==> src/rtl/tlamp_pkg.sv <==
// Shared types, constants and tables of the two-link arm move planner.
package tlamp_pkg;

	localparam int STEP_W = 5;
	localparam int SQRT_STEPS = 16;
	localparam int DIV_STEPS = 2;

	typedef enum logic [1:0] {
		REG_AVOID,
		REG_OVERLAP,
		REG_BIG_SPR,
		REG_SMALL_SPR
	} reg_idx_t;

	typedef struct packed {
		logic load;
		logic prep;
		logic sqrt_step;
		logic cor_init;
		logic cor_sel;
		logic cor_step;
		logic store_a1;
		logic store_a2;
		logic post1;
		logic post2;
		logic post3;
		logic div_init;
		logic div_step;
		logic commit;
		logic [STEP_W-1:0] step;
	} dp_cmd_t;

	typedef struct packed {
		logic unreach;
	} dp_stat_t;

	// atan(2^-k) in 1/65536 deg
	function automatic logic [21:0] atan_q16(input logic [STEP_W-1:0] k);
		logic [21:0] v;
		case (k)
			5'd0: v = 22'd2949120;
			5'd1: v = 22'd1740967;
			5'd2: v = 22'd919879;
			5'd3: v = 22'd466945;
			5'd4: v = 22'd234379;
			5'd5: v = 22'd117304;
			5'd6: v = 22'd58666;
			5'd7: v = 22'd29335;
			5'd8: v = 22'd14668;
			5'd9: v = 22'd7334;
			5'd10: v = 22'd3667;
			5'd11: v = 22'd1833;
			5'd12: v = 22'd917;
			5'd13: v = 22'd458;
			5'd14: v = 22'd229;
			5'd15: v = 22'd115;
			5'd16: v = 22'd57;
			5'd17: v = 22'd29;
			5'd18: v = 22'd14;
			5'd19: v = 22'd7;
			5'd20: v = 22'd4;
			5'd21: v = 22'd2;
			5'd22: v = 22'd1;
			default: v = 22'd0;
		endcase
		return v;
	endfunction

	function automatic logic [3:0] to_cw(input logic [2:0] p);
		logic [3:0] v;
		case (p)
			3'd0: v = 4'd12;
			3'd1: v = 4'd10;
			3'd2: v = 4'd10;
			3'd3: v = 4'd8;
			3'd4: v = 4'd8;
			3'd5: v = 4'd14;
			3'd6: v = 4'd14;
			default: v = 4'd12;
		endcase
		return v;
	endfunction

	function automatic logic [3:0] to_ccw(input logic [2:0] p);
		logic [3:0] v;
		case (p)
			3'd0: v = 4'd4;
			3'd1: v = 4'd2;
			3'd2: v = 4'd2;
			3'd3: v = 4'd0;
			3'd4: v = 4'd0;
			3'd5: v = 4'd6;
			3'd6: v = 4'd6;
			default: v = 4'd4;
		endcase
		return v;
	endfunction

endpackage

==> src/rtl/tlamp_ctrl.sv <==
// Sequencing controller of the two-link arm move planner.
module tlamp_ctrl #(
	parameter int CORDIC_ITERATIONS = 16
) (
	input  logic               clk,
	input  logic               arst_n,
	input  logic               in_valid,
	output logic               in_ready,
	output logic               out_valid,
	input  logic               out_ready,
	input  tlamp_pkg::dp_stat_t stat,
	output tlamp_pkg::dp_cmd_t  cmd
);
	import tlamp_pkg::*;

	localparam logic [STEP_W-1:0] SQRT_LAST = STEP_W'(SQRT_STEPS - 1);
	localparam logic [STEP_W-1:0] DIV_LAST = STEP_W'(DIV_STEPS - 1);
	localparam logic [STEP_W-1:0] COR_LAST = STEP_W'(CORDIC_ITERATIONS - 1);

	typedef enum logic [3:0] {
		S_IDLE, S_PREP, S_SQRT, S_CINIT1, S_CITER1, S_A1, S_CINIT2, S_CITER2,
		S_A2, S_POST1, S_POST2, S_POST3, S_DINIT, S_DIV, S_FIN
	} state_t;

	state_t state_q, state_nxt;
	logic [STEP_W-1:0] cnt_q;
	logic ready_q, valid_q, cnt_last;

	assign in_ready = ready_q;
	assign out_valid = valid_q;

	always_comb begin
		cnt_last = 1'b0;
		case (state_q)
			S_SQRT: cnt_last = (cnt_q == SQRT_LAST);
			S_CITER1, S_CITER2: cnt_last = (cnt_q == COR_LAST);
			S_DIV: cnt_last = (cnt_q == DIV_LAST);
			default: cnt_last = 1'b0;
		endcase
	end

	always_comb begin
		cmd = '0;
		cmd.step = cnt_q;
		state_nxt = state_q;
		case (state_q)
			S_IDLE: begin
				if (in_valid && ready_q) begin
					cmd.load = 1'b1;
					state_nxt = S_PREP;
				end
			end
			S_PREP: begin
				cmd.prep = 1'b1;
				state_nxt = S_SQRT;
			end
			S_SQRT: begin
				cmd.sqrt_step = 1'b1;
				if (cnt_last) state_nxt = S_CINIT1;
			end
			S_CINIT1: begin
				cmd.cor_init = 1'b1;
				state_nxt = S_CITER1;
			end
			S_CITER1: begin
				cmd.cor_step = 1'b1;
				if (cnt_last) state_nxt = S_A1;
			end
			S_A1: begin
				cmd.store_a1 = 1'b1;
				state_nxt = S_CINIT2;
			end
			S_CINIT2: begin
				cmd.cor_init = 1'b1;
				cmd.cor_sel = 1'b1;
				state_nxt = S_CITER2;
			end
			S_CITER2: begin
				cmd.cor_step = 1'b1;
				if (cnt_last) state_nxt = S_A2;
			end
			S_A2: begin
				cmd.store_a2 = 1'b1;
				state_nxt = S_POST1;
			end
			S_POST1: begin
				cmd.post1 = 1'b1;
				state_nxt = S_POST2;
			end
			S_POST2: begin
				cmd.post2 = 1'b1;
				state_nxt = stat.unreach ? S_FIN : S_POST3;
			end
			S_POST3: begin
				cmd.post3 = 1'b1;
				state_nxt = S_DINIT;
			end
			S_DINIT: begin
				cmd.div_init = 1'b1;
				state_nxt = S_DIV;
			end
			S_DIV: begin
				cmd.div_step = 1'b1;
				if (cnt_last) state_nxt = S_FIN;
			end
			S_FIN: begin
				if (!valid_q || out_ready) begin
					cmd.commit = 1'b1;
					state_nxt = S_IDLE;
				end
			end
			default: state_nxt = S_IDLE;
		endcase
	end

	always_ff @(posedge clk or negedge arst_n) begin
		if (!arst_n) begin
			state_q <= S_IDLE;
			cnt_q <= '0;
			ready_q <= 1'b0;
			valid_q <= 1'b0;
		end else begin
			state_q <= state_nxt;
			ready_q <= (state_nxt == S_IDLE);
			if (state_nxt != state_q || cnt_last)
				cnt_q <= '0;
			else
				cnt_q <= cnt_q + 1'b1;
			if (cmd.commit)
				valid_q <= 1'b1;
			else if (out_ready)
				valid_q <= 1'b0;
		end
	end

endmodule

==> src/rtl/tlamp_dp.sv <==
// Datapath of the two-link arm move planner: square roots, CORDIC, step maths.
module tlamp_dp #(
	parameter int GRID_COLUMNS = 12,
	parameter int GRID_ROWS = 8
) (
	input  logic                clk,
	input  logic                arst_n,
	input  tlamp_pkg::dp_cmd_t  cmd,
	output tlamp_pkg::dp_stat_t stat,
	input  logic [3:0]          grid_column,
	input  logic [3:0]          grid_row,
	input  logic [3:0]          phase_now,
	input  logic                cfg_we,
	input  logic [1:0]          cfg_index,
	input  logic [15:0]         cfg_data,
	output logic [35:0]         result
);
	import tlamp_pkg::*;

	localparam logic [3:0] COL_MAX = 4'(GRID_COLUMNS - 1);
	localparam logic [3:0] ROW_MAX = 4'(GRID_ROWS - 1);
	localparam logic signed [18:0] H19 = 19'sd46080;
	localparam logic signed [18:0] F19 = 19'sd92160;
	localparam logic [23:0] RECIP45 = 24'd11930465;

	function automatic logic signed [17:0] wrap1(input logic signed [18:0] v);
		logic signed [18:0] r;
		if (v > H19) r = v - F19;
		else if (v <= -H19) r = v + F19;
		else r = v;
		return 18'(r);
	endfunction

	function automatic logic signed [17:0] rnd8(input logic signed [25:0] z);
		logic signed [25:0] m;
		if (!z[25]) begin
			m = (z + 26'sd128) >>> 8;
			return 18'(m);
		end
		m = (-z + 26'sd128) >>> 8;
		return -18'(m);
	endfunction

	// configuration
	logic [6:0] avoid_q, overlap_q;
	logic [12:0] big_spr_q;
	logic [15:0] small_spr_q;

	always_ff @(posedge clk or negedge arst_n) begin
		if (!arst_n) begin
			avoid_q <= 7'd45;
			overlap_q <= 7'd5;
			big_spr_q <= 13'd192;
			small_spr_q <= 16'd2048;
		end else if (cfg_we) begin
			case (reg_idx_t'(cfg_index))
				REG_AVOID: avoid_q <= cfg_data[6:0];
				REG_OVERLAP: overlap_q <= cfg_data[6:0];
				REG_BIG_SPR: big_spr_q <= cfg_data[12:0];
				REG_SMALL_SPR: small_spr_q <= cfg_data;
				default: ;
			endcase
		end
	end

	// stored arm state
	logic signed [19:0] acc_q;
	logic signed [13:0] shoulder_q;

	// working registers
	logic [3:0] col_q, row_q, phase_q;
	logic [31:0] sv_q, hv_q;
	logic [32:0] sr_q, hr_q;
	logic [19:0] wr_q;
	logic wneg_q;
	logic signed [35:0] cx_q, cy_q;
	logic signed [25:0] cz_q;
	logic signed [17:0] a1_q, a2_q;
	logic signed [17:0] t1a_q, t2a_q, t1b_q, t2b_q;
	logic signed [18:0] lo_q;
	logic unreach_q;
	logic signed [18:0] da_q, db_q, d_q;
	logic signed [32:0] num_q;
	logic signed [35:0] nsm_q;
	logic [22:0] rem1_q, rem2_q;
	logic [17:0] quo1_q, quo2_q;
	logic sgn1_q, sgn2_q;

	assign stat.unreach = unreach_q;

	// cell centre in mm
	logic signed [9:0] xc, yc, x_mm, y_mm;
	logic signed [20:0] r2w;
	logic [16:0] r2;
	logic signed [17:0] h2;
	assign xc = $signed({5'd0, col_q, 1'b0}) - 10'sd1 * 10'(GRID_COLUMNS - 1);
	assign yc = $signed({5'd0, row_q, 1'b0}) - 10'sd1 * 10'(GRID_ROWS - 1);
	assign x_mm = 10'(xc * 10'sd12);
	assign y_mm = 10'(yc * 10'sd12);
	assign r2w = 21'(x_mm) * 21'(x_mm) + 21'(y_mm) * 21'(y_mm);
	assign r2 = r2w[16:0];
	assign h2 = 18'sd31684 - $signed({1'b0, r2});

	// square root step
	logic [5:0] bsh;
	logic [32:0] sb, rb_s, rb_h;
	assign bsh = 6'(30) - 6'({cmd.step, 1'b0});
	assign sb = 33'd1 << bsh;
	assign rb_s = sr_q + sb;
	assign rb_h = hr_q + sb;

	// CORDIC operands
	logic signed [35:0] cix, ciy, cxs, cys;
	logic signed [25:0] atn;
	always_comb begin
		if (cmd.cor_sel) begin
			cix = $signed({4'd0, sr_q[15:0], 16'd0});
			ciy = $signed({4'd0, hr_q[15:0], 16'd0});
		end else begin
			cix = 36'(x_mm) <<< 24;
			ciy = 36'(y_mm) <<< 24;
		end
	end
	assign cxs = cx_q >>> cmd.step;
	assign cys = cy_q >>> cmd.step;
	assign atn = $signed({4'd0, atan_q16(cmd.step)});

	// post1: candidate angles and band test
	logic signed [18:0] band, lo, hi;
	logic signed [17:0] p1a, p2a, p1b, p2b;
	logic bana, banb;
	assign band = $signed({4'd0, avoid_q, 8'd0});
	assign lo = -19'sd23040 - band;
	assign hi = -19'sd23040 + band;
	assign p1a = wrap1(19'(a1_q) + 19'(a2_q));
	assign p2a = wrap1(-19'(a2_q) - 19'(a2_q));
	assign p1b = wrap1(19'(a1_q) - 19'(a2_q));
	assign p2b = wrap1(19'(a2_q) + 19'(a2_q));
	assign bana = (19'(p1a) >= lo) && (19'(p1a) <= hi);
	assign banb = (19'(p1b) >= lo) && (19'(p1b) <= hi);

	// post2: elbow moves
	logic signed [18:0] ct, cur, dfa, dfb, sda, sdb, ov, da, db;
	logic signed [20:0] ea, eb;
	assign ct = wneg_q ? -$signed({1'b0, wr_q[17:0]}) : $signed({1'b0, wr_q[17:0]});
	assign cur = 19'(wrap1(ct));
	assign ov = $signed({4'd0, overlap_q, 8'd0});
	assign dfa = 19'(t2a_q) - cur;
	assign dfb = 19'(t2b_q) - cur;
	assign sda = (dfa > H19) ? dfa - F19 : ((dfa < -H19) ? dfa + F19 : dfa);
	assign sdb = (dfb > H19) ? dfb - F19 : ((dfb < -H19) ? dfb + F19 : dfb);
	assign ea = 21'(acc_q) + 21'(sda);
	assign eb = 21'(acc_q) + 21'(sdb);
	always_comb begin
		if (ea > 21'sd69120 + 21'(ov)) da = sda - F19;
		else if (ea < -21'sd23040 - 21'(ov)) da = sda + F19;
		else da = sda;
		if (eb > 21'sd46080 + 21'(ov)) db = sdb - F19;
		else if (eb < -21'sd46080 - 21'(ov)) db = sdb + F19;
		else db = sdb;
	end

	// post3: pick solution, scale to steps
	logic signed [18:0] ada, adb, t1, tt, dsel;
	assign ada = da_q < 0 ? -da_q : da_q;
	assign adb = db_q < 0 ? -db_q : db_q;
	assign t1 = (ada <= adb) ? 19'(t1a_q) : 19'(t1b_q);
	assign dsel = (ada <= adb) ? da_q : db_q;
	assign tt = (t1 > -H19 && t1 <= lo_q) ? t1 + F19 : t1;

	// divide by 92160 = 2048 * 45: shift, then reciprocal of 45, one product a cycle
	logic [22:0] dq;
	logic [46:0] dprod;
	assign dq = cmd.step[0] ? rem2_q : rem1_q;
	assign dprod = 47'(dq) * 47'(RECIP45);

	// commit
	logic signed [18:0] q1s;
	logic signed [13:0] pos;
	logic signed [14:0] dbig, abig;
	logic [11:0] bcnt;
	logic [15:0] scnt;
	logic sccw, restart;
	logic [3:0] rphase;
	logic signed [20:0] accn;
	logic signed [19:0] acc_sat;
	always_comb begin
		q1s = sgn1_q ? -$signed({1'b0, quo1_q}) : $signed({1'b0, quo1_q});
		if (q1s > 19'sd8191) pos = 14'sd8191;
		else if (q1s < -19'sd8192) pos = -14'sd8192;
		else pos = 14'(q1s);
		dbig = 15'(pos) - 15'(shoulder_q);
		abig = dbig < 0 ? -dbig : dbig;
		bcnt = (abig > 15'sd4095) ? 12'd4095 : 12'(abig);
		scnt = (quo2_q > 18'd65535) ? 16'hFFFF : quo2_q[15:0];
		sccw = !sgn2_q && (quo2_q != '0);
		restart = 1'b0;
		rphase = 4'd0;
		if (!phase_q[3] && !sccw) begin
			restart = 1'b1;
			rphase = to_cw(phase_q[2:0]);
		end else if (phase_q[3] && sccw) begin
			restart = 1'b1;
			rphase = to_ccw(phase_q[2:0]);
		end
		accn = 21'(acc_q) + 21'(d_q);
		if (accn > 21'sd524287) acc_sat = 20'sd524287;
		else if (accn < -21'sd524288) acc_sat = -20'sd524288;
		else acc_sat = 20'(accn);
	end

	always_ff @(posedge clk or negedge arst_n) begin
		if (!arst_n) begin
			acc_q <= '0;
			shoulder_q <= '0;
		end else if (cmd.commit && !unreach_q) begin
			acc_q <= acc_sat;
			shoulder_q <= pos;
		end
	end

	always_ff @(posedge clk) begin
		if (cmd.load) begin
			col_q <= (grid_column > COL_MAX) ? COL_MAX : grid_column;
			row_q <= (grid_row > ROW_MAX) ? ROW_MAX : grid_row;
			phase_q <= phase_now;
		end
		if (cmd.prep) begin
			sv_q <= {r2[15:0], 16'd0} | (r2[16] ? 32'h8000_0000 : 32'd0);
			hv_q <= (h2 > 0) ? {h2[15:0], 16'd0} : 32'd0;
			sr_q <= '0;
			hr_q <= '0;
			wneg_q <= acc_q[19];
			wr_q <= acc_q[19] ? 20'(-acc_q) : 20'(acc_q);
		end
		if (cmd.sqrt_step) begin
			if ({1'b0, sv_q} >= rb_s) begin
				sv_q <= 32'({1'b0, sv_q} - rb_s);
				sr_q <= (sr_q >> 1) + sb;
			end else begin
				sr_q <= sr_q >> 1;
			end
			if ({1'b0, hv_q} >= rb_h) begin
				hv_q <= 32'({1'b0, hv_q} - rb_h);
				hr_q <= (hr_q >> 1) + sb;
			end else begin
				hr_q <= hr_q >> 1;
			end
			if (wr_q >= 20'd92160)
				wr_q <= wr_q - 20'd92160;
		end
		if (cmd.cor_init) begin
			if (cix < 0) begin
				if (ciy >= 0) begin
					cx_q <= ciy;
					cy_q <= -cix;
					cz_q <= 26'sd5898240;
				end else begin
					cx_q <= -ciy;
					cy_q <= cix;
					cz_q <= -26'sd5898240;
				end
			end else begin
				cx_q <= cix;
				cy_q <= ciy;
				cz_q <= '0;
			end
		end
		if (cmd.cor_step) begin
			if (cy_q >= 0) begin
				cx_q <= cx_q + cys;
				cy_q <= cy_q - cxs;
				cz_q <= cz_q + atn;
			end else begin
				cx_q <= cx_q - cys;
				cy_q <= cy_q + cxs;
				cz_q <= cz_q - atn;
			end
		end
		if (cmd.store_a1)
			a1_q <= (x_mm == 0 && y_mm == 0) ? 18'sd0 : rnd8(cz_q);
		if (cmd.store_a2)
			a2_q <= rnd8(cz_q);
		if (cmd.post1) begin
			t1a_q <= bana ? p1b : p1a;
			t2a_q <= bana ? p2b : p2a;
			t1b_q <= banb ? p1a : p1b;
			t2b_q <= banb ? p2a : p2b;
			lo_q <= lo;
			unreach_q <= bana && banb;
		end
		if (cmd.post2) begin
			da_q <= da;
			db_q <= db;
		end
		if (cmd.post3) begin
			d_q <= dsel;
			num_q <= 33'(tt) * 33'($signed({1'b0, big_spr_q}));
			nsm_q <= 36'(dsel) * 36'($signed({1'b0, small_spr_q}));
		end
		if (cmd.div_init) begin
			sgn1_q <= num_q[32];
			sgn2_q <= nsm_q[35];
			rem1_q <= 23'((34'(num_q[32] ? -num_q : num_q) + 34'd46080) >> 11);
			rem2_q <= 23'((34'(nsm_q[35] ? -nsm_q : nsm_q) + 34'd46080) >> 11);
			quo1_q <= '0;
			quo2_q <= '0;
		end
		if (cmd.div_step) begin
			if (!cmd.step[0])
				quo1_q <= dprod[46:29];
			else
				quo2_q <= dprod[46:29];
		end
		if (cmd.commit) begin
			if (unreach_q)
				result <= {1'b1, 35'd0};
			else
				result <= {1'b0, rphase, restart, sccw, scnt, !dbig[14] && dbig != 0, bcnt};
		end
	end

endmodule

==> src/rtl/two_link_arm_move_planner.sv <==
// Top level of the two-link arm move planner.
//
//  channel   dir  handshake              payload
//  s_*       in   s_tvalid / s_tready    s_tdata  [15:0] request word
//  m_*       out  m_tvalid / m_tready    m_tdata  [39:0] move word
//  cfg_*     in   cfg_valid / cfg_ready  cfg_index [1:0], cfg_data [15:0]
//
// The 16-step square root and the two CORDIC passes make up most of the work
// of one request. An unreachable target skips the step scaling.
// s_tready is high only while no request is in work; a finished word waits in
// the output register while the next request is taken, and the next one stalls
// in its last cycle until that word has gone.
// A reachable move updates the stored shoulder and elbow positions when its word
// is loaded into the output register.
// Reset clears both positions and loads the register defaults; cfg is always ready.
module two_link_arm_move_planner #(
	parameter int GRID_COLUMNS = 12,
	parameter int GRID_ROWS = 8,
	parameter int CORDIC_ITERATIONS = 16
) (
	input  logic        clk,
	input  logic        arst_n,
	input  logic        s_tvalid,
	output logic        s_tready,
	input  logic [15:0] s_tdata,   // grid_column, grid_row, phase_now, zero fill
	output logic        m_tvalid,
	input  logic        m_tready,
	output logic [39:0] m_tdata,   // big_step_count, big_ccw, small_step_count, small_ccw,
	                               // phase_restart, restart_phase, unreachable, zero fill
	input  logic        cfg_valid,
	output logic        cfg_ready,
	input  logic [1:0]  cfg_index,
	input  logic [15:0] cfg_data
);
	import tlamp_pkg::*;

	dp_cmd_t cmd;
	dp_stat_t stat;
	logic [35:0] result;

	assign cfg_ready = 1'b1;
	assign m_tdata = {4'd0, result};

	tlamp_ctrl #(
		.CORDIC_ITERATIONS(CORDIC_ITERATIONS)
	) u_ctrl (
		.clk(clk),
		.arst_n(arst_n),
		.in_valid(s_tvalid),
		.in_ready(s_tready),
		.out_valid(m_tvalid),
		.out_ready(m_tready),
		.stat(stat),
		.cmd(cmd)
	);

	tlamp_dp #(
		.GRID_COLUMNS(GRID_COLUMNS),
		.GRID_ROWS(GRID_ROWS)
	) u_dp (
		.clk(clk),
		.arst_n(arst_n),
		.cmd(cmd),
		.stat(stat),
		.grid_column(s_tdata[3:0]),
		.grid_row(s_tdata[7:4]),
		.phase_now(s_tdata[11:8]),
		.cfg_we(cfg_valid),
		.cfg_index(cfg_index),
		.cfg_data(cfg_data),
		.result(result)
	);

endmodule
==> config.mk <==
export PLATFORM = sky130hd
export DESIGN_NAME = two_link_arm_move_planner
export DESIGN_NICKNAME = d
export VERILOG_FILES = /design/src/rtl/tlamp_pkg.sv /design/src/rtl/tlamp_ctrl.sv /design/src/rtl/tlamp_dp.sv /design/src/rtl/two_link_arm_move_planner.sv
export SDC_FILE = /design/constraint.sdc
export NUM_CORES = 2
export LEC_CHECK = 0
export BUFFER_PORTS_ARGS = -buffer_cell sky130_fd_sc_hd__buf_2
export CORE_ASPECT_RATIO = 1.25
export CORE_UTILIZATION = 70
export CTS_BUF_LIST = sky130_fd_sc_hd__clkbuf_2
export CTS_CLUSTER_DIAMETER = 50
export DETAILED_ROUTE_END_ITERATION = 10
export PLACE_DENSITY_LB_ADDON = 0.15
export SYNTH_ARGS = -nofsm -noshare
export SYNTH_HDL_FRONTEND = slang
export SYNTH_HIERARCHICAL = 1
export SYNTH_SLANG_ARGS = --single-unit
==> constraint.sdc <==
create_clock -name clk -period 35.1 [get_ports clk]
set_clock_uncertainty 0.1 [all_clocks]
set_input_delay 7.02 -clock clk [delete_from_list [all_inputs] [get_ports clk]]
set_output_delay 7.02 -clock clk [all_outputs]
set_load 0.02 [all_outputs]
==> metrics <==
outcome complete, no violations; CP max stage cell edfxtp_1; postcts setup bufs 0; Netlist Area Pre-Place 94320 µm²; Worst Hold Class flip-flop to flip-flop; Root Buffer clkbuf_2; post-CTS sizing 0; # DRC 0; CTS sink count 706; H-tree levels 4; Slew Viols, Final 0; Worst Tran Pin Value 1.277 ns; syn avg cell area 8.992 µm²; Finished Cell Area 97740 µm²; Placed Cells 11982; grt ovf 0; startpoint types flip-flop; Hold Path Stages 2; TritonCTS clock tree yes; Max Root-Sink Buffers 3; WHS 0.3997 ns; Seq/Total Area, Yosys 20.87%; Crit Path Class flip-flop to flip-flop; Port Buffers 71; critical path capture point type flip-flop; CP dominant cell by count fa_1; largest net degree at the start of global routing 85; metal2 WL 125.2 mm; WL per Instance 20.34 µm; Post-DRT Antenna Nets 0; WP data required 36.42 ns; row count 150; worst-skew pair later-pin latency 1.78 ns; first-pass GRT wire length 397.0 mm; reg2reg path depth 54; routed length on met1 91.57 mm; f_max 66.66 MHz; total CTS buffers 183; Layout Cells excl Fill 12334; minimum clock period 15.00 ns; ys flop type edfxtp_1; synth top area cells edfxtp_1, fa_1, ha_1; nets@finish 12189; Core Area 133600 µm²; Placed Area 95800 µm²; Ports 82; r2r setup slk 20.10 ns; TNS Setup 0 ns; FF+latch count, synth 706; initial DRC count 5897; Setup Viol. Count Final 0; distinct cell type count after synthesis 127; launch point of the worst hold path u_dp/sv_q[0]; CTS Hold Bufs 0; R2R Path Start u_dp/da_q[0]; vias per cell 6.262; end of the worst hold path u_dp/sv_q[0]; fraction of layout cells with a size suffix above 1 7.603%; Crit Path Max Fanout 41; Slew HR 14.11%; Synth top area share 16.21%; Tcrit/Tclk final 42.74%; Synth Instances 10489; Final Hold Viols 0; detailed-route via count 77236; met3 WL post-DR 14.09 mm; Die Width 330.3 µm; Initial Utilization 70.58%; area delta synth->final 3.630%; Die Height 412.4 µm; Post-synth EDFFs 509; uppermost routed layer met5; max-cap viol count 0; Synth area leader edfxtp_1; async set-or-reset flop fraction in the synthesized netlist 12.46%; DRT Pass-1 Iters 6; gr usage total 36.73%; Detailed Place HPWL 197.5 mm; R2R Path End u_dp/num_q[32]; Placer Congestion 0.9913; clock transition at the registers of the reported paths 0.12 ns; initial antenna violation count 6; Routed WL 250.9 mm; RSZ-0062 raised after global routing no; vias in the first global route 77714; Die Area 136200 µm²; WP data arrival 16.32 ns; max incr delay on CP 0.77 ns; Ys Warns 6
how the worst max path moves through the flow:
stage,cells after the start,startpoint,slack [ns],to
3_3_place_gp,54,u_dp/da_q[0],20.21,u_dp/num_q[32]
3_5_place_dp,54,u_dp/da_q[0],19.93,u_dp/num_q[32]
2_1_floorplan,54,u_dp/da_q[8],21.99,u_dp/num_q[32]
4_1_cts,54,u_dp/da_q[0],19.84,u_dp/num_q[32]
5_1_grt,54,u_dp/da_q[0],19.13,u_dp/num_q[32]
6_report,54,u_dp/da_q[0],20.10,u_dp/num_q[32]
sequential cells by signal, indices dropped and copies added (netlist names), 23 cells and up:
name,flops
u_dp/cx_q,36
u_dp/cy_q,36
u_dp/cz_q,26
u_dp/hr_q,33
u_dp/hv_q,32
u_dp/nsm_q,35
u_dp/num_q,33
u_dp/rem1_q,23
u_dp/rem2_q,23
u_dp/result,35
u_dp/sr_q,33
u_dp/sv_q,32
worst max-delay path: cells and delay by family (launching register included):
kind	cells	cell delay, ns
buf+inv	6	1.01
xor+xnor	3	0.95
fa+ha+maj	10	4.06
compound gates	17	4.02
mux	1	0.57
flops	1	0.77
simple gates	17	3.22
metrics by stage:
step           utilization (%)  worst slack [ns]
5_1_grt                  73.14             19.13
6_report                 73.14             20.10
3_5_place_dp             71.69             19.93
2_1_floorplan                -             21.99
4_1_cts                  73.11             19.84
3_3_place_gp             71.69             20.21
cells in the mapped netlist, drive strengths merged (47+ instances only):
master and number:
a211oi 75, a21o 162, a21oi 495, a31oi 128, and2 305, and3 50
buf 88, clkbuf 306, dfrtp 79, dfxtp 109, edfxtp 509, fa 757
ha 973, inv 1278, mux2 133, mux2i 127, mux4 87, nand2 942
nand2b 101, nand3 157, nand3b 81, nand4 62, nor2 748, nor2b 117
nor3 156, nor4 58, o211ai 53, o21a 119, o21ai 570, o21bai 87
o31ai 88, or2 47, or3 92, xnor2 542, xor2 313
area by class of cell:
class	count	area, µm²
multi-input combinational	8108	68280
timing repair buffer	133	828.3
clock inverter	83	603.1
antenna	11	27.53
tap	1748	2187
clock buffer	257	1286
fill	10244	35890
sequential	706	19700
inverter	1288	4835
per-layer routing:
layer / vias to the layer above / global-route usage, %
met4: 2 / 26.20
met1: 37408 / 40.69
met2: 2856 / 64.30
met3: 910 / 5.300
li1: 36060 / -
met5: - / 0
cells by family after synthesis:
kind of cell / synth area share, %
AND/OR/NAND/NOR: 15.49
flip-flops: 20.87
XOR/XNOR: 7.964
adder cells (fa/ha/maj): 29.11
AO/OA/AOI/OAI: 14.57
other: 0.01194
multiplexers: 5.089
buffers and inverters: 6.904
placed cells by master, fill, tap and decap left out, drive strengths merged, types with 44 or more instances in the layout:
cell type,Yosys,final
xnor2,542,542
nand4,62,62
mux4,87,87
nor2b,117,117
a211oi,75,75
o21bai,87,87
o21a,119,119
or2,47,47
o31ai,88,88
mux2,133,133
a31o,44,44
a21oi,495,495
a31oi,128,128
and2,305,305
buf,88,132
clkbuf,306,257
o21ai,570,570
dfxtp,109,109
nand2b,101,101
nand3,157,157
nor4,58,58
dfrtp,79,79
or3,92,92
nand3b,81,81
nor2,748,748
mux2i,127,127
nor3,156,156
and3,50,50
inv,1278,1284
o211ai,53,53
clkinv,10,76
nand2,942,942
fa,757,757
xor2,313,313
ha,973,973
a21o,162,162
edfxtp,509,509
Power is left out: the tool's default activity adds up to more than one toggle a clock period on the data nets, which glitch-free logic cannot reach.
